===== config.mk =====
export PLATFORM = sky130hd
export DESIGN_NAME = vfd_command_serializer_flat
export DESIGN_NICKNAME = d
export VERILOG_FILES = /design/src/vfd_pkg.sv /design/src/vfd_req_if.sv /design/src/vfd_bit_if.sv /design/src/vfd_queue.sv /design/src/vfd_front.sv /design/src/vfd_back.sv /design/src/vfd_command_serializer.sv /design/src/flat_wrapper.sv
export SDC_FILE = /design/constraint.sdc
export NUM_CORES = 1
export LEC_CHECK = 0
export ABC_AREA = 1
export BUFFER_PORTS_ARGS = -buffer_cell sky130_fd_sc_hd__buf_2
export CAP_MARGIN = 0
export CORE_ASPECT_RATIO = 0.75
export CORE_MARGIN = 5
export CORE_UTILIZATION = 63
export DETAILED_ROUTE_END_ITERATION = 12
export PLACE_DENSITY_LB_ADDON = 0.25
export RECOVER_POWER = 25
export SLEW_MARGIN = 20
export SYNTH_ARGS = -nofsm -noshare
export SYNTH_HDL_FRONTEND = slang
export SYNTH_SLANG_ARGS = --single-unit
export TNS_END_PERCENT = 20

===== constraint.sdc =====
create_clock -name clk -period 3.4 [get_ports clk]
set_input_delay 0.17 -clock clk [delete_from_list [all_inputs] [get_ports clk]]
set_output_delay 0.17 -clock clk [all_outputs]
set_load 0.03 [all_outputs]

===== src/vfd_pkg.sv =====
`timescale 1ns / 1ps
// ----------------------------------------------------------------------------
// vfd_pkg
// Shared types, request codes, command opcodes and the font table for the
// VFD command serializer.
// ----------------------------------------------------------------------------
package vfd_pkg;

	// request kinds
	localparam logic [2:0] FN_CHAR   = 3'd0;
	localparam logic [2:0] FN_BRIGHT = 3'd1;
	localparam logic [2:0] FN_DIGITS = 3'd2;
	localparam logic [2:0] FN_LIGHT  = 3'd3;
	localparam logic [2:0] FN_PORTS  = 3'd4;

	// command opcodes (high nibble)
	localparam logic [3:0] OP_RAM_WRITE = 4'h1;
	localparam logic [3:0] OP_PORTS     = 4'h4;
	localparam logic [3:0] OP_BRIGHT    = 4'h5;
	localparam logic [3:0] OP_DIGITS    = 4'h6;
	localparam logic [3:0] OP_LIGHT     = 4'h7;

	// command queue geometry
	localparam int Q_DEPTH = 2;
	localparam int Q_AW    = $clog2(Q_DEPTH);
	localparam int Q_CW    = $clog2(Q_DEPTH + 1);

	// one queued item: one or two command bytes, low byte goes out first
	typedef struct packed {
		logic [15:0] word;
		logic        two;
		logic        close;
	} vfd_entry_t;

	// character code to display glyph code
	function automatic logic [7:0] font_rom(input logic [7:0] c);
		logic [7:0] r;
		case (c) inside
			8'h00:        r = 8'h2e;
			8'h01:        r = 8'h8f;
			8'h02:        r = 8'he4;
			8'h03:        r = 8'hdd;
			8'h04:        r = 8'hdc;
			8'h80:        r = 8'h84;
			8'h81:        r = 8'h94;
			8'h82:        r = 8'h81;
			8'h83:        r = 8'h8e;
			8'h84:        r = 8'h99;
			8'h85:        r = 8'h9a;
			8'h86:        r = 8'hb1;
			8'hfe, 8'hff: r = 8'h00;
			default: begin
				// printable ranges pass through, the rest shows a blank
				if ((c >= 8'h10 && c < 8'h1d) || (c >= 8'h20 && c < 8'h80))
					r = c;
				else
					r = 8'h10;
			end
		endcase
		return r;
	endfunction

endpackage


===== src/vfd_req_if.sv =====
`timescale 1ns / 1ps
// ----------------------------------------------------------------------------
// vfd_req_if
// Request channel: one display request per item.
// ----------------------------------------------------------------------------
interface vfd_req_if;
	logic              valid;
	logic              ready;
	logic [2:0]        func;
	logic [3:0]        address;
	logic [7:0]        char_code;
	logic              last_char;
	logic signed [7:0] value;
	logic              port_a;
	logic              port_b;

	modport source (
		output valid, func, address, char_code, last_char, value, port_a, port_b,
		input  ready
	);
	modport sink (
		input  valid, func, address, char_code, last_char, value, port_a, port_b,
		output ready
	);
endinterface


===== src/vfd_bit_if.sv =====
`timescale 1ns / 1ps
// ----------------------------------------------------------------------------
// vfd_bit_if
// Serial bit channel: one command bit per item.
// ----------------------------------------------------------------------------
interface vfd_bit_if;
	logic valid;
	logic ready;
	logic data_bit;
	logic frame_end;
	logic last;

	modport source (
		output valid, data_bit, frame_end, last,
		input  ready
	);
	modport sink (
		input  valid, data_bit, frame_end, last,
		output ready
	);
endinterface


===== src/vfd_queue.sv =====
`timescale 1ns / 1ps
// ----------------------------------------------------------------------------
// vfd_queue
// Small register queue of encoded command items between decoder and shifter.
// ----------------------------------------------------------------------------
module vfd_queue (
	input  logic                clk,
	input  logic                arst_n,
	input  logic                push,
	input  vfd_pkg::vfd_entry_t push_data,
	input  logic                pop,
	output vfd_pkg::vfd_entry_t pop_data,
	output logic                full,
	output logic                empty
);

	vfd_pkg::vfd_entry_t             mem_q [vfd_pkg::Q_DEPTH];
	logic [vfd_pkg::Q_AW-1:0]        wr_ptr_q;
	logic [vfd_pkg::Q_AW-1:0]        rd_ptr_q;
	logic [vfd_pkg::Q_CW-1:0]        count_q;

	localparam logic [vfd_pkg::Q_AW-1:0] PTR_LAST = vfd_pkg::Q_AW'(vfd_pkg::Q_DEPTH - 1);
	localparam logic [vfd_pkg::Q_CW-1:0] CNT_FULL = vfd_pkg::Q_CW'(vfd_pkg::Q_DEPTH);

	assign full     = (count_q == CNT_FULL);
	assign empty    = (count_q == '0);
	assign pop_data = mem_q[rd_ptr_q];

	// storage
	always_ff @(posedge clk) begin
		if (push)
			mem_q[wr_ptr_q] <= push_data;
	end

	// pointers and fill count
	always_ff @(posedge clk or negedge arst_n) begin
		if (!arst_n) begin
			wr_ptr_q <= '0;
			rd_ptr_q <= '0;
			count_q  <= '0;
		end else begin
			if (push)
				wr_ptr_q <= (wr_ptr_q == PTR_LAST) ? '0 : wr_ptr_q + 1'b1;
			if (pop)
				rd_ptr_q <= (rd_ptr_q == PTR_LAST) ? '0 : rd_ptr_q + 1'b1;
			if (push && !pop)
				count_q <= count_q + 1'b1;
			else if (pop && !push)
				count_q <= count_q - 1'b1;
		end
	end

endmodule


===== src/vfd_front.sv =====
`timescale 1ns / 1ps
// ----------------------------------------------------------------------------
// vfd_front
// Accepts requests, clamps operands, builds command bytes and tracks bursts.
// ----------------------------------------------------------------------------
module vfd_front (
	input  logic                clk,
	input  logic                arst_n,
	vfd_req_if.sink             req,
	input  logic                q_full,
	output logic                q_push,
	output vfd_pkg::vfd_entry_t q_data
);

	logic                burst_open_q;
	logic                accept;
	logic                known;
	logic [7:0]          glyph;
	logic [3:0]          operand;
	vfd_pkg::vfd_entry_t ent;

	assign req.ready = !q_full;
	assign accept    = req.valid && req.ready;
	assign glyph     = vfd_pkg::font_rom(req.char_code);

	// operand clamping per request kind
	always_comb begin
		operand = '0;
		case (req.func)
			vfd_pkg::FN_BRIGHT: begin
				if (req.value < 0)
					operand = 4'd0;
				else if (req.value > 8'sd7)
					operand = 4'd7;
				else
					operand = {1'b0, req.value[2:0]};
			end
			vfd_pkg::FN_DIGITS: begin
				// below 9 maps to 1, 9..15 to 1..7, 16 and above to 0
				if (req.value < 8'sd9)
					operand = 4'd1;
				else if (req.value > 8'sd15)
					operand = 4'd0;
				else
					operand = {1'b0, req.value[2:0]};
			end
			vfd_pkg::FN_LIGHT: begin
				if (req.value < 0 || req.value > 8'sd3)
					operand = 4'd3;
				else
					operand = {2'b00, req.value[1:0]};
			end
			vfd_pkg::FN_PORTS: operand = {2'b00, req.port_b, req.port_a};
			default:           operand = '0;
		endcase
	end

	// command encoder
	always_comb begin
		known = 1'b1;
		ent   = '0;
		unique case (req.func)
			vfd_pkg::FN_CHAR: begin
				if (!burst_open_q) begin
					ent.word = {glyph, vfd_pkg::OP_RAM_WRITE, req.address};
					ent.two  = 1'b1;
				end else begin
					ent.word = {8'h00, glyph};
					ent.two  = 1'b0;
				end
				ent.close = req.last_char;
			end
			vfd_pkg::FN_BRIGHT: begin
				ent.word  = {8'h00, vfd_pkg::OP_BRIGHT, operand};
				ent.close = 1'b1;
			end
			vfd_pkg::FN_DIGITS: begin
				ent.word  = {8'h00, vfd_pkg::OP_DIGITS, operand};
				ent.close = 1'b1;
			end
			vfd_pkg::FN_LIGHT: begin
				ent.word  = {8'h00, vfd_pkg::OP_LIGHT, operand};
				ent.close = 1'b1;
			end
			vfd_pkg::FN_PORTS: begin
				ent.word  = {8'h00, vfd_pkg::OP_PORTS, operand};
				ent.close = 1'b1;
			end
			default: known = 1'b0;
		endcase
	end

	assign q_push = accept && known;
	assign q_data = ent;

	// burst tracking
	always_ff @(posedge clk or negedge arst_n) begin
		if (!arst_n) begin
			burst_open_q <= 1'b0;
		end else if (q_push) begin
			burst_open_q <= !ent.close;
		end
	end

endmodule


===== src/vfd_back.sv =====
`timescale 1ns / 1ps
// ----------------------------------------------------------------------------
// vfd_back
// Shifts queued command bytes out one bit per item, least significant first.
// ----------------------------------------------------------------------------
module vfd_back (
	input  logic                clk,
	input  logic                arst_n,
	input  logic                q_empty,
	input  vfd_pkg::vfd_entry_t q_data,
	output logic                q_pop,
	vfd_bit_if.source           bits
);

	logic [15:0] sh_q;
	logic [3:0]  cnt_q;
	logic        busy_q;
	logic        close_q;
	logic        fin;
	logic        done;

	assign fin     = (cnt_q == '0);
	assign done    = bits.valid && bits.ready && fin;
	assign q_pop   = (!busy_q || done) && !q_empty;

	assign bits.valid     = busy_q;
	assign bits.data_bit  = sh_q[0];
	assign bits.last      = fin;
	assign bits.frame_end = fin && close_q;

	// control
	always_ff @(posedge clk or negedge arst_n) begin
		if (!arst_n) begin
			busy_q <= 1'b0;
			cnt_q  <= '0;
		end else if (q_pop) begin
			busy_q <= 1'b1;
			cnt_q  <= q_data.two ? 4'd15 : 4'd7;
		end else if (done) begin
			busy_q <= 1'b0;
		end else if (bits.valid && bits.ready) begin
			cnt_q <= cnt_q - 1'b1;
		end
	end

	// shift register
	always_ff @(posedge clk) begin
		if (q_pop) begin
			sh_q    <= q_data.word;
			close_q <= q_data.close;
		end else if (bits.valid && bits.ready) begin
			sh_q <= {1'b0, sh_q[15:1]};
		end
	end

endmodule


===== src/vfd_command_serializer.sv =====
`timescale 1ns / 1ps
// ----------------------------------------------------------------------------
// vfd_command_serializer
// Display requests in, serial command bits for a VFD controller out.
// ----------------------------------------------------------------------------
// Each accepted request produces 8 serial bits, or 16 for the first character
// of a burst (address command then glyph), one bit per clock while the sink is
// ready; the bit shifter sets the rate. Unused request kinds produce no bits.
// A two-entry command queue lets new requests be taken while bits are still
// being shifted; a queued item loads in the same cycle the last bit goes out.
module vfd_command_serializer (
	input  logic      clk,
	input  logic      arst_n,
	vfd_req_if.sink   req,
	vfd_bit_if.source bits
);

	logic                q_push;
	logic                q_pop;
	logic                q_full;
	logic                q_empty;
	vfd_pkg::vfd_entry_t q_wdata;
	vfd_pkg::vfd_entry_t q_rdata;

	// request decoder
	vfd_front u_front (
		.clk    (clk),
		.arst_n (arst_n),
		.req    (req),
		.q_full (q_full),
		.q_push (q_push),
		.q_data (q_wdata)
	);

	// command queue
	vfd_queue u_queue (
		.clk       (clk),
		.arst_n    (arst_n),
		.push      (q_push),
		.push_data (q_wdata),
		.pop       (q_pop),
		.pop_data  (q_rdata),
		.full      (q_full),
		.empty     (q_empty)
	);

	// bit shifter
	vfd_back u_back (
		.clk     (clk),
		.arst_n  (arst_n),
		.q_empty (q_empty),
		.q_data  (q_rdata),
		.q_pop   (q_pop),
		.bits    (bits)
	);

`ifndef NO_ASSERTIONS
	// no write into a full queue
	a_no_overflow: assert property (@(posedge clk) disable iff (!arst_n)
		q_push |-> !q_full)
		else $error("command queue overflow");

	// no read from an empty queue
	a_no_underflow: assert property (@(posedge clk) disable iff (!arst_n)
		q_pop |-> !q_empty)
		else $error("command queue underflow");

	// chip select only released on the final bit of an item
	a_frame_on_last: assert property (@(posedge clk) disable iff (!arst_n)
		(bits.valid && bits.frame_end) |-> bits.last)
		else $error("frame end away from item end");
`endif

endmodule

===== src/flat_wrapper.sv =====
// flat-port wrapper written by rule: the top's interface ports become plain ports
module vfd_command_serializer_flat 
  (clk, arst_n, req_valid, req_func, req_address, req_char_code, req_last_char, req_value, req_port_a, req_port_b, req_ready, bits_valid, bits_data_bit, bits_frame_end, bits_last, bits_ready);
  vfd_req_if req_i ();
  vfd_bit_if bits_i ();
  input  logic clk;
  input  logic arst_n;
  input wire logic [$bits(req_i.valid)-1:0] req_valid;
  input wire logic [$bits(req_i.func)-1:0] req_func;
  input wire logic [$bits(req_i.address)-1:0] req_address;
  input wire logic [$bits(req_i.char_code)-1:0] req_char_code;
  input wire logic [$bits(req_i.last_char)-1:0] req_last_char;
  input wire logic [$bits(req_i.value)-1:0] req_value;
  input wire logic [$bits(req_i.port_a)-1:0] req_port_a;
  input wire logic [$bits(req_i.port_b)-1:0] req_port_b;
  output wire logic [$bits(req_i.ready)-1:0] req_ready;
  output wire logic [$bits(bits_i.valid)-1:0] bits_valid;
  output wire logic [$bits(bits_i.data_bit)-1:0] bits_data_bit;
  output wire logic [$bits(bits_i.frame_end)-1:0] bits_frame_end;
  output wire logic [$bits(bits_i.last)-1:0] bits_last;
  input wire logic [$bits(bits_i.ready)-1:0] bits_ready;
  assign req_i.valid = req_valid;
  assign req_i.func = req_func;
  assign req_i.address = req_address;
  assign req_i.char_code = req_char_code;
  assign req_i.last_char = req_last_char;
  assign req_i.value = req_value;
  assign req_i.port_a = req_port_a;
  assign req_i.port_b = req_port_b;
  assign req_ready = req_i.ready;
  assign bits_valid = bits_i.valid;
  assign bits_data_bit = bits_i.data_bit;
  assign bits_frame_end = bits_i.frame_end;
  assign bits_last = bits_i.last;
  assign bits_i.ready = bits_ready;
  vfd_command_serializer u_core (.clk(clk), .arst_n(arst_n), .req(req_i), .bits(bits_i));
endmodule

==> reports/metrics.yaml, run 1 <==
global_routing:
  grt_pass1_wl_um: 11300
  antenna_found_initial: 0
  track_usage: 0.217
  grt_pass1_vias: 2543
  overflow: 0
  grt_start_max_net_pins: 36
yosys:
  netlist_area_um2: 3290
  yosysWarnings: 0
  synthAdderAreaFrac: 0.00761
  yosysUniqueCellTypes: 34
  synth.mux.area_fraction: 0
  synth-seq-area-share: 0.560
  synth_top_family_by_area: "simple AND/OR/NAND/NOR gates"
  yosysTopAreaCell: "edfxtp_1"
  synth_compound_area_frac: 0.105
  synth-xor-area-share: 0.0107
  synth_top_area_frac: 0.484
  synthSimpleGateAreaFrac: 0.248
  synth_seq_cells: 63
  avgSynthCellArea_um2: 9.05
  yosys-top-cells-area: "edfxtp_1 (48%), nand2_1 (11%), dfrtp_1 (7.6%), nor2_1 (5.7%), inv_1 (4.8%)"
  synth.net_count: 395
  synthCells: 363
cells_and_area:
  fin_nets: 437
  num_antenna_cells: 0
  syn2layout_area_growth_pct: 13.4
  final_area_um2: 3730
  area.sequential_um2: 1840
  drive_gt1_frac: 0.161
  final_common_cell: "nand2_1"
  layout_common_cells: "nand2_1 (98), edfxtp_1 (53), nor2_1 (51), inv_1 (43), buf_2 (29)"
  fillers: 374
  multiInputGateArea_um2: 1210
pwr:
  power_frac_seq: 0.444
  p_clk_frac: 0.257
  p_int_mw: 1.81
  ir_drop_v: 0.000314
  pwr-share-comb: 0.299
  powerDensity_nw_per_um2: 728
  p_leak_nw: 1.59
  p_sw_frac: 0.333
  power.switching_uw: 904
run:
  cap_violations: 0
placement:
  detailed_place_hpwl_um: 4700
  port_buffers: 34
  place.gp.congestion: 0.920
  placed_area_um2: 3520
detailed_routing:
  via_count: 2635
  wire_per_inst_um: 13.8
  drt-initial-drc-count: 236
  drc_errors: 0
  vias_per_cell: 5.47
  ant_nets: 0
  wirelength_um: 6640
  dr.pass1.iters: 5
sta:
  setup_tns_ns: 0
  fin_crit_sh: 0.676
  worst_pin_slew_ns: 0.939
  hold_viol_final: 0
  setup_violations: 0
  max_freq_ghz: 0.435
  period_needed_ns: 2.30
  skew_ns: 0.00367
  slew_headroom: 0.373
  rsz0062_at_grt: "no"
  slew_violations: 0
critical_path:
  cp-start-kind: "flip-flop"
  critPathRequiredTime_ns: 3.57
  rrSetupSlack_ns: 1.10
  critPathArrivalTime_ns: 2.47
  crit_type: "reg2reg"
  cp-end-kind: "flip-flop"
  path_max_fanout: 35
die:
  die_h_um: 72.6
  design.portCount: 35
  row_count: 22
  die_x_um: 93.4
  dieArea_um2: 6780
  core_area_um2: 4980
  initial_core_util: 0.660
cts:
  post_cts_buffers: 0
  cts_root_buf: "clkbuf_8"
  cts.sinks: 63
  clk_pin_slew_worst_paths_ns: 0.06
  clock_path_buffers: 2
  cts_tree: "yes"
  insertion_delay_ns: 0.33
  h-tree-depth: 3
  cts_buffers: 9
min_path:
  hold_path.class: "in2reg"
status:
  status: "complete, no violations"
==> Yosys cell counts (all sizes together) <==
cell type,number
o21bai,1
buf,5
o31ai,1
nand3,22
o21ai,20
nand2,99
xnor2,1
o2111ai,1
a311oi,1
ha,2
xor2,3
clkbuf,2
nor3b,1
dfrtp,10
inv,46
edfxtp,53
nor2,55
a21oi,9
nor3,8
nand4,7
clkinv,1
a31oi,15
==> cells by family after synthesis <==
family	Yosys count
flip-flops	63
buffers and inverters	54
AO/OA/AOI/OAI	48
adder cells (fa/ha/maj)	2
XOR/XNOR	4
AND/OR/NAND/NOR	192
==> final timing paths <==
path	depth (start not counted)	start	end
setup / recovery	8	u_core.u_back.cnt_q[0]	u_core.u_back.sh_q[14]
hold / removal	3	req_last_char	u_core.u_queue.mem_q[0][0]
setup reg to reg	8	u_core.u_back.cnt_q[0]	u_core.u_back.sh_q[14]
hold reg to reg	2	u_core.u_back.cnt_q[2]	u_core.u_back.cnt_q[2]
max in group asynchronous	2	arst_n	u_core.u_back.bits.valid
min in group asynchronous	2	arst_n	u_core.u_front.burst_open_q
==> metal layers <==
metal	part of all wire	global-route usage
met5	0	0
met4	0.019	0.0911
met3	0.077	0.0487
met2	0.47	0.349
met1	0.44	0.287
==> layout make-up <==
type / instances / share of cell area
Tap cell: 72 / 0.0242
Timing Repair Buffer: 38 / 0.0527
Clock buffer: 12 / 0.0389
Inverter: 47 / 0.0473
Clock inverter: 4 / 0.0185
Sequential cell: 63 / 0.494
Multi-Input combinational cell: 246 / 0.324
==> metrics by stage <==
stage | worst slack (ns) | hold WS [ns] | power, mW | util | cells
after floorplan | 1.28 | -0.126 | 1.83 | - | 363
after global placement | 1.28 | 0.0420 | 1.98 | 0.707 | 465
after detailed placement | 1.18 | 0.0497 | 2.02 | 0.707 | 465
after CTS | 1.12 | 0.173 | 2.73 | 0.752 | 482
after global routing | 0.862 | 0.194 | 2.89 | 0.748 | 482
final | 1.10 | 0.180 | 2.71 | 0.748 | 482
==> power by group through the flow <==
stage	clock (mW)	combinational [mW]	sequential, mW
floorplan	0	0.617	1.21
global placement	0	0.762	1.22
detailed placement	0	0.801	1.22
CTS	0.704	0.815	1.21
global route	0.755	0.906	1.22
finish	0.697	0.813	1.20
==> sequential cells by signal, summed over array words and instances (netlist names) <==
signal                       cells
u_core.u_queue.count_q           2
u_core.u_front.burst_open_q      1
u_core.u_queue.mem_q            36
u_core.u_back.bits.valid         1
u_core.u_back.cnt_q              4
u_core.u_back.sh_q              16
u_core.u_queue.wr_ptr_q          1
u_core.u_back.close_q            1
u_core.u_queue.rd_ptr_q          1
==> critical path, stage by stage, from the launching register on <==
cell and delay [ns]:
dfrtp_1 0.36, inv_1 0.12, ha_1 0.22, nand2_2 0.11
nor2_4 0.12, nand3_2 0.11, a21oi_4 0.76, nor2_1 0.14
a31oi_2 0.19
==> repair_timing <==
item,in CTS,in global routing
setup endpoints to repair,0,0
hold buffers,1,0
endpoints found under the hold margin,10,0
resized for setup,0,0
Note: power is estimated with default switching activity, not from simulation.
==> run 2: changes to the inputs <==
- CORE_UTILIZATION: 63 -> 58
- clock period: 3.4 -> 2.22 ns (I/O delays scaled with it)
==> reports/metrics.yaml, run 2 (synthesized netlist as in run 1, its figures left out) <==
die:
  dieArea_um2: 7290  # was 6780 µm²
  core_area_um2: 5410  # was 4980 µm²
  initial_core_util: 0.608  # was 0.660
  die_h_um: 75.2  # was 72.6 µm
  row_count: 23  # was 22
  die_x_um: 96.9  # was 93.4 µm
  design.portCount: 35  # unchanged
detailed_routing:
  ant_nets: 0  # unchanged
  dr.pass1.iters: 5  # unchanged
  wirelength_um: 6420  # was 6640 µm
  drt-initial-drc-count: 122  # was 236
  drc_errors: 0  # unchanged
  via_count: 2556  # was 2635
  wire_per_inst_um: 13.2  # was 13.8 µm
  vias_per_cell: 5.25  # was 5.47
sta:
  worst_pin_slew_ns: 0.593  # was 0.939 ns
  hold_viol_final: 0  # unchanged
  skew_ns: 0.00732  # was 0.00367 ns
  whs_ns: 0.127  # was 0.180 ns
  max_freq_ghz: 0.491  # was 0.435 GHz
  setup_tns_ns: 0  # unchanged
  rsz0062_at_grt: "no"  # unchanged
  setup_ws_ns: 0.184  # was 1.10 ns
  fin_crit_sh: 0.917  # was 0.676
  slew_violations: 0  # unchanged
  setup_violations: 0  # unchanged
  slew_headroom: 0.605  # was 0.373
  period_needed_ns: 2.04  # was 2.30 ns
critical_path:
  crit_type: "reg2reg"  # unchanged
  cp-start-kind: "flip-flop"  # unchanged
  max_stage_delay_ns: 0.36  # was 0.76 ns
  crit_start: "u_core.u_back.cnt_q[0]"  # unchanged
  critPathTopFamily: "adder cells"  # was compound AO/OA/AOI/OAI gates
  cp-end-kind: "flip-flop"  # unchanged
  slowest_stage: "dfrtp_1"  # was a21oi_4
  path_max_fanout: 6  # was 35
  critPathRequiredTime_ns: 2.43  # was 3.57 ns
  path_buf_inv: 1  # unchanged
  path_cells: "inv_1 > ha_1 > nand2_2 > nor2_4 > nand3_2 > nand2_1 > o21ai_2 > ha_1 > a21oi_1 > o21ai_0 > xor2_1"  # was inv_1 > ha_1 > nand2_2 > nor2_4 > nand3_2 > a21oi_4 > nor2_1 > a31oi_2
  r2r_start: "u_core.u_back.cnt_q[0]"  # unchanged
  critPathArrivalTime_ns: 2.25  # was 2.47 ns
  cpMostUsedCell: "ha_1"
min_path:
  min_from: "req_last_char"  # unchanged
  hold_path.class: "in2reg"  # unchanged
global_routing:
  grt_util_met1: 0.254  # was 0.287
  grtUsageMet2: 0.323  # was 0.349
  grt_pass1_wl_um: 11000  # was 11300 µm
  antenna_found_initial: 0  # unchanged
  grt_pass1_vias: 2475  # was 2543
  grt_start_max_net_pins: 36  # unchanged
  grtUsageMet3: 0.0444  # was 0.0487
  busiest_layer: "met2"  # unchanged
  overflow: 0  # unchanged
  track_usage: 0.192  # was 0.217
cells_and_area:
  drive_gt1_frac: 0.165  # was 0.161
  multiInputGateArea_um2: 1210  # about the same
  layout_common_cells: "nand2_1 (98), edfxtp_1 (53), nor2_1 (52), inv_1 (43), buf_2 (29)"  # was nand2_1 (98), edfxtp_1 (53), nor2_1 (51), inv_1 (43), buf_2 (29)
  max_flop_register: "u_core.u_queue.mem_q"  # unchanged
  final_cells: 487  # was 482
  syn2layout_area_growth_pct: 12.9  # was 13.4%
  final_core_util: 0.686  # was 0.748
  fin_nets: 439  # was 437
  fillers: 458  # was 374
  final_area_um2: 3710  # was 3730 µm²
  num_antenna_cells: 0  # unchanged
  largest_reg_flops: 36  # unchanged
  largestRegisters: "u_core.u_queue.mem_q: 36 flops, u_core.u_back.sh_q: 16 flops, u_core.u_back.cnt_q: 4 flops"  # unchanged
  area.sequential_um2: 1840  # unchanged
  final_common_cell: "nand2_1"  # unchanged
pwr:
  fin_total_pwr_mw: 3.93  # was 2.71 mW
  p_leak_nw: 1.58  # was 1.59 nW
  ir_drop_v: 0.000493  # was 0.000314 V
  powerDensity_nw_per_um2: 1060  # was 728 nW/µm²
cts:
  h-tree-depth: 3  # unchanged
  post_cts_buffers: 0  # unchanged
  clk_pin_slew_worst_paths_ns: 0.06  # about the same
  cts_tree: "yes"  # unchanged
  cts.sinks: 63  # unchanged
  cts_root_buf: "clkbuf_8"  # unchanged
  insertion_delay_ns: 0.33  # about the same
  cts_buffers: 9  # unchanged
  clock_path_buffers: 2  # unchanged
run:
  cap_violations: 0  # unchanged
placement:
  place_inst: 470  # was 465
  post-place-ws_ns: 0.173  # was 1.18 ns
  detailed_place_hpwl_um: 4690  # was 4700 µm
  port_buffers: 34  # unchanged
  place.gp.congestion: 0.908  # was 0.920
  placed_area_um2: 3550  # was 3520 µm²
status:
  status: "complete, no violations"  # unchanged
[run 2: cell count changes in the layout (fill, tap and decap cells not counted), sizes merged]
cell	before	now
clkinv	3	4
buf	32	34
bufinv	2	0
clkinvlp	0	1
[run 2: power breakdown]
part	internal [mW]	total, mW	switching (mW)
combinational	0.428	1.26	0.835
sequential	1.70	1.84	0.135
clock	0.430	0.831	0.401
total	2.56	3.93	1.37
[run 2: path summary, 6_finish.rpt]
| kind | to | slack, ns | cells past startpoint |
|---|---|---|---|
| max | u_core.u_queue.count_q[1] | 0.18 | 11 |
| min | u_core.u_queue.mem_q[1][0] | 0.13 | 3 |
| max reg2reg | u_core.u_queue.count_q[1] | 0.18 | 11 |
| min reg2reg | u_core.u_back.cnt_q[2] | 0.52 | 2 |
| max in group asynchronous | u_core.u_back.cnt_q[3] | 1.54 | 2 |
| min in group asynchronous | u_core.u_queue.count_q[0] | 0.29 | 2 |
[run 2: repair_timing]
action / in CTS / in global routing
endpoints found under the hold margin: 10 / 0
hold buffers: 1 / 0
gates resized for setup: 0 / 0
endpoints found under the setup margin: 0 / 1
[run 2: area by class of cell]
cell class | instances | share of cell area
Clock buffer | 12 | 0.0391
Clock inverter | 4 | 0.00607
Inverter | 47 | 0.0476
Multi-Input combinational cell | 246 | 0.325
Sequential cell | 63 | 0.496
Tap cell | 75 | 0.0253
Timing Repair Buffer | 40 | 0.0604
[run 2: routing by layer]
metal  vias to the layer above  wire length, µm
li1                       1304                -
met1                      1173             2980
met2                        74             3010
met3                         5              366
met4                         0               70
met5                         -                0
[run 2: worst register-to-register path, stage by stage, from the launching register on]
cell and delay, ns:
dfrtp_1 0.36, inv_1 0.10, ha_1 0.19, nand2_2 0.10, nor2_4 0.12, nand3_2 0.11
nand2_1 0.11, o21ai_2 0.12, ha_1 0.32, a21oi_1 0.12, o21ai_0 0.11, xor2_1 0.15
==> run 3: changes to the inputs <==
- CORE_UTILIZATION: 58 -> 59
- GPL_ROUTABILITY_DRIVEN: unset -> 1
- PLACE_DENSITY: unset -> 0.76
- PLACE_DENSITY_LB_ADDON: 0.25 -> unset
- SYNTH_HIERARCHICAL: unset -> 1
==> reports/metrics.yaml, run 3 <==
detailed_routing:
  wire_per_inst_um: 13.4  # was 13.2 µm
  dr.pass1.iters: 5  # unchanged
  via_count: 2671  # was 2556
  drt-initial-drc-count: 188  # was 122
  ant_nets: 0  # unchanged
  vias_per_cell: 5.18  # was 5.25
  wirelength_um: 6890  # was 6420 µm
  drc_errors: 0  # unchanged
yosys:
  avgSynthCellArea_um2: 9.01  # was 9.05 µm²
  yosysTopAreaCell: "edfxtp_1"  # unchanged
  synth.net_count: 420  # was 395
  yosys-top-cells-area: "edfxtp_1 (46%), nand2_1 (14%), dfrtp_1 (7.2%), nor2_1 (4.8%), inv_1 (4.2%)"  # was edfxtp_1 (48%), nand2_1 (11%), dfrtp_1 (7.6%), nor2_1 (5.7%), inv_1 (4.8%)
  synth_seq_cells: 63  # unchanged
  netlist_area_um2: 3490  # was 3290 µm²
  yosysMostFrequentCell: "nand2_1"  # unchanged
  synth_top_area_frac: 0.456  # was 0.484
  synth-edff-count: 53  # unchanged
  synthArstFlopShare: 0.159  # unchanged
  synth_commonest_cells: "nand2_1 (130), edfxtp_1 (53), nor2_1 (45)"  # was nand2_1 (98), edfxtp_1 (53), nor2_1 (50)
  synth-main-ff-cell: "edfxtp_1"  # unchanged
  synthCells: 387  # was 363
  synth-seq-area-share: 0.528  # was 0.560
  yosysUniqueCellTypes: 33  # was 34
  yosysWarnings: 6  # was 0
cts:
  cts_tree: "yes"  # unchanged
  h-tree-depth: 3  # unchanged
  clk_pin_slew_worst_paths_ns: 0.07  # was 0.06 ns
  cts_root_buf: "clkbuf_8"  # unchanged
  clock_path_buffers: 2  # unchanged
  cts_buffers: 9  # unchanged
  insertion_delay_ns: 0.33  # about the same
  cts.sinks: 63  # unchanged
  cts_resized: 0  # unchanged
global_routing:
  grt_start_max_net_pins: 22  # was 36
  grt_pass1_wl_um: 11600  # was 11000 µm
  antenna_found_initial: 0  # unchanged
  grt_pass1_vias: 2567  # was 2475
  overflow: 0  # unchanged
  track_usage: 0.193  # was 0.192
critical_path:
  critPathTopFamily: "adder cells"  # unchanged
  r2r_start: "u_core/u_back/cnt_q[0]"  # was u_core.u_back.cnt_q[0]
  path_max_fanout: 4  # was 6
  cp-end-kind: "flip-flop"  # unchanged
  max_stage_delay_ns: 0.40  # was 0.36 ns
  path_cells: "inv_1 > ha_1 > nand3_2 > nand2_1 > nand2_4 > inv_4 > inv_1 > ha_1 > inv_1 > nand3_1 > nand2_1 > nand2_1"  # was inv_1 > ha_1 > nand2_2 > nor2_4 > nand3_2 > nand2_1 > o21ai_2 > ha_1 > a21oi_1 > o21ai_0 > xor2_1
  critPathArrivalTime_ns: 1.99  # was 2.25 ns
  slowest_stage: "dfrtp_1"  # unchanged
  regToRegEndpoint: "u_core/u_queue/count_q[1]"  # was u_core.u_queue.count_q[1]
  rrSetupSlack_ns: 0.45  # was 0.18 ns
  cp-start-kind: "flip-flop"  # unchanged
  critPathRequiredTime_ns: 2.44  # was 2.43 ns
  path_buf_inv: 4  # was 1
  crit_type: "reg2reg"  # unchanged
  reg2reg_depth: 12  # was 11
cells_and_area:
  multiInputGateArea_um2: 1390  # was 1210 µm²
  fillers: 451  # was 458
  max_flop_register: "u_core/u_queue/mem_q"  # was u_core.u_queue.mem_q
  largest_reg_flops: 36  # unchanged
  layout_common_cells: "nand2_1 (133), edfxtp_1 (53), nor2_1 (47), inv_1 (39), buf_2 (29)"  # was nand2_1 (98), edfxtp_1 (53), nor2_1 (52), inv_1 (43), buf_2 (29)
  fin_nets: 466  # was 439
  syn2layout_area_growth_pct: 12.3  # was 12.9%
  final_common_cell: "nand2_1"  # unchanged
  largestRegisters: "u_core/u_queue/mem_q: 36 flops, u_core/u_back/sh_q: 16 flops, u_core/u_back/cnt_q: 4 flops"  # was u_core.u_queue.mem_q: 36 flops, u_core.u_back.sh_q: 16 flops, u_core.u_back.cnt_q: 4 flops
  drive_gt1_frac: 0.201  # was 0.165
  area.sequential_um2: 1840  # unchanged
  num_antenna_cells: 0  # unchanged
sta:
  slew_violations: 0  # unchanged
  worst_pin_slew_ns: 0.617  # was 0.593 ns
  period_needed_ns: 1.77  # was 2.04 ns
  setup_ws_ns: 0.447  # was 0.184 ns
  fin_crit_sh: 0.798  # was 0.917
  rsz0062_at_grt: "no"  # unchanged
  skew_ns: 0.00537  # was 0.00732 ns
  setup_violations: 0  # unchanged
  max_freq_ghz: 0.564  # was 0.491 GHz
  setup_tns_ns: 0  # unchanged
  hold_viol_final: 0  # unchanged
  slew_headroom: 0.587  # was 0.605
placement:
  port_buffers: 34  # unchanged
  post-place-ws_ns: 0.533  # was 0.173 ns
  detailed_place_hpwl_um: 5020  # was 4690 µm
  place.gp.congestion: 0.951  # was 0.908
pwr:
  powerDensity_nw_per_um2: 1050  # was 1060 nW/µm²
  ir_drop_v: 0.000337  # was 0.000493 V
  p_leak_nw: 1.80  # was 1.58 nW
min_path:
  hold_path.class: "in2reg"  # unchanged
  holdPathStages: 4  # was 3
  hold_end: "u_core/u_front/burst_open_q"  # was u_core.u_queue.mem_q[1][0]
  min_from: "req_last_char"  # unchanged
die:
  die_h_um: 76.6  # was 75.2 µm
  initial_core_util: 0.605  # was 0.608
  core_area_um2: 5770  # was 5410 µm²
  die_x_um: 98.8  # was 96.9 µm
  dieArea_um2: 7570  # was 7290 µm²
  design.portCount: 35  # unchanged
  row_count: 24  # was 23
status:
  status: "complete, no violations"  # unchanged
run:
  cap_violations: 0  # unchanged
-- run 3: cell types whose count changed after synthesis, sizes merged, moves of 2 or more --
cell | previous run | this run
a31oi | 15 | 1
inv | 46 | 44
nand2 | 99 | 137
o21ai | 20 | 16
clkbuf | 2 | 0
nor3 | 8 | 2
nand4 | 7 | 3
mux2 | 0 | 18
-- run 3: metal layers --
layer | part of all wire | wire length [µm] | global-route usage
met4 | 0.013 | 93 | 0.0846
met1 | 0.47 | 3270 | 0.275
met2 | 0.45 | 3100 | 0.288
met5 | 0 | 0 | 0
met3 | 0.063 | 432 | 0.0348
-- run 3: tightest hold or removal path, delay by kind of cell --
kind,cells,cell delay (ns)
buf+inv,2,0.12
compound gates,1,0.07
simple gates,1,0.06
-- run 3: what timing repair did --
item | CTS | global route
hold endpoints to repair | 10 | 0
buffers inserted | 0 | 0
hold buffers | 1 | 0
-- run 3: how the worst max path moves through the flow --
stage,from,to,slack [ns],cells after the start
floorplan,u_core/u_back/bits.valid,u_core/u_back/cnt_q[0],0.11,4
global placement,u_core/u_back/cnt_q[0],u_core/u_queue/count_q[1],0.57,12
detailed placement,u_core/u_back/cnt_q[0],u_core/u_queue/count_q[1],0.53,12
CTS,u_core/u_back/cnt_q[0],u_core/u_queue/count_q[1],0.51,12
global route,u_core/u_back/cnt_q[0],u_core/u_queue/count_q[1],0.32,12
finish,u_core/u_back/cnt_q[0],u_core/u_queue/count_q[1],0.45,12
-- run 3: kinds of logic (layout without fill, tap and decap cells) --
| group | after synthesis | after routing | synth area share |
|---|---|---|---|
| buffers and inverters | 50 | 101 | 0.0678 |
| AOI/OAI and AO/OA | 26 | 26 | 0.0398 |
| xor gates and xnor gates | 4 | 4 | 0.0100 |
| and+or+nand+nor | 222 | 222 | 0.273 |
| muxes | 19 | 19 | 0.0707 |
| DFF | 63 | 63 | 0.528 |
| adders and majority gates | 3 | 3 | 0.0108 |
-- run 3: final cells by class --
| type | count | area share |
|---|---|---|
| Tap cell | 78 | 0.0249 |
| Sequential cell | 63 | 0.470 |
| Clock inverter | 7 | 0.0185 |
| Timing Repair Buffer | 41 | 0.0559 |
| Inverter | 44 | 0.0431 |
| Clock buffer | 9 | 0.0316 |
| Multi-Input combinational cell | 274 | 0.356 |
-- run 3: report_power, final --
part | total, mW | switching, mW | leakage [nW] | internal, mW
sequential | 1.81 | 0.133 | 0.623 | 1.67
clock | 0.969 | 0.450 | 0.0956 | 0.519
combinational | 1.35 | 0.812 | 1.08 | 0.536
total | 4.12 | 1.39 | 1.80 | 2.73
-- run 3: through the flow --
stage	instances	total power, mW	hold WS [ns]	instance area, µm²	utilization
2_1_floorplan	387	2.91	-0.185	3490	-
3_3_place_gp	499	3.14	-0.0193	3730	0.648
3_5_place_dp	499	3.17	-0.0174	3730	0.648
6_report	516	4.12	0.0808	3920	0.679
4_1_cts	516	4.15	0.0717	3940	0.684
5_1_grt	516	4.39	0.106	3920	0.679
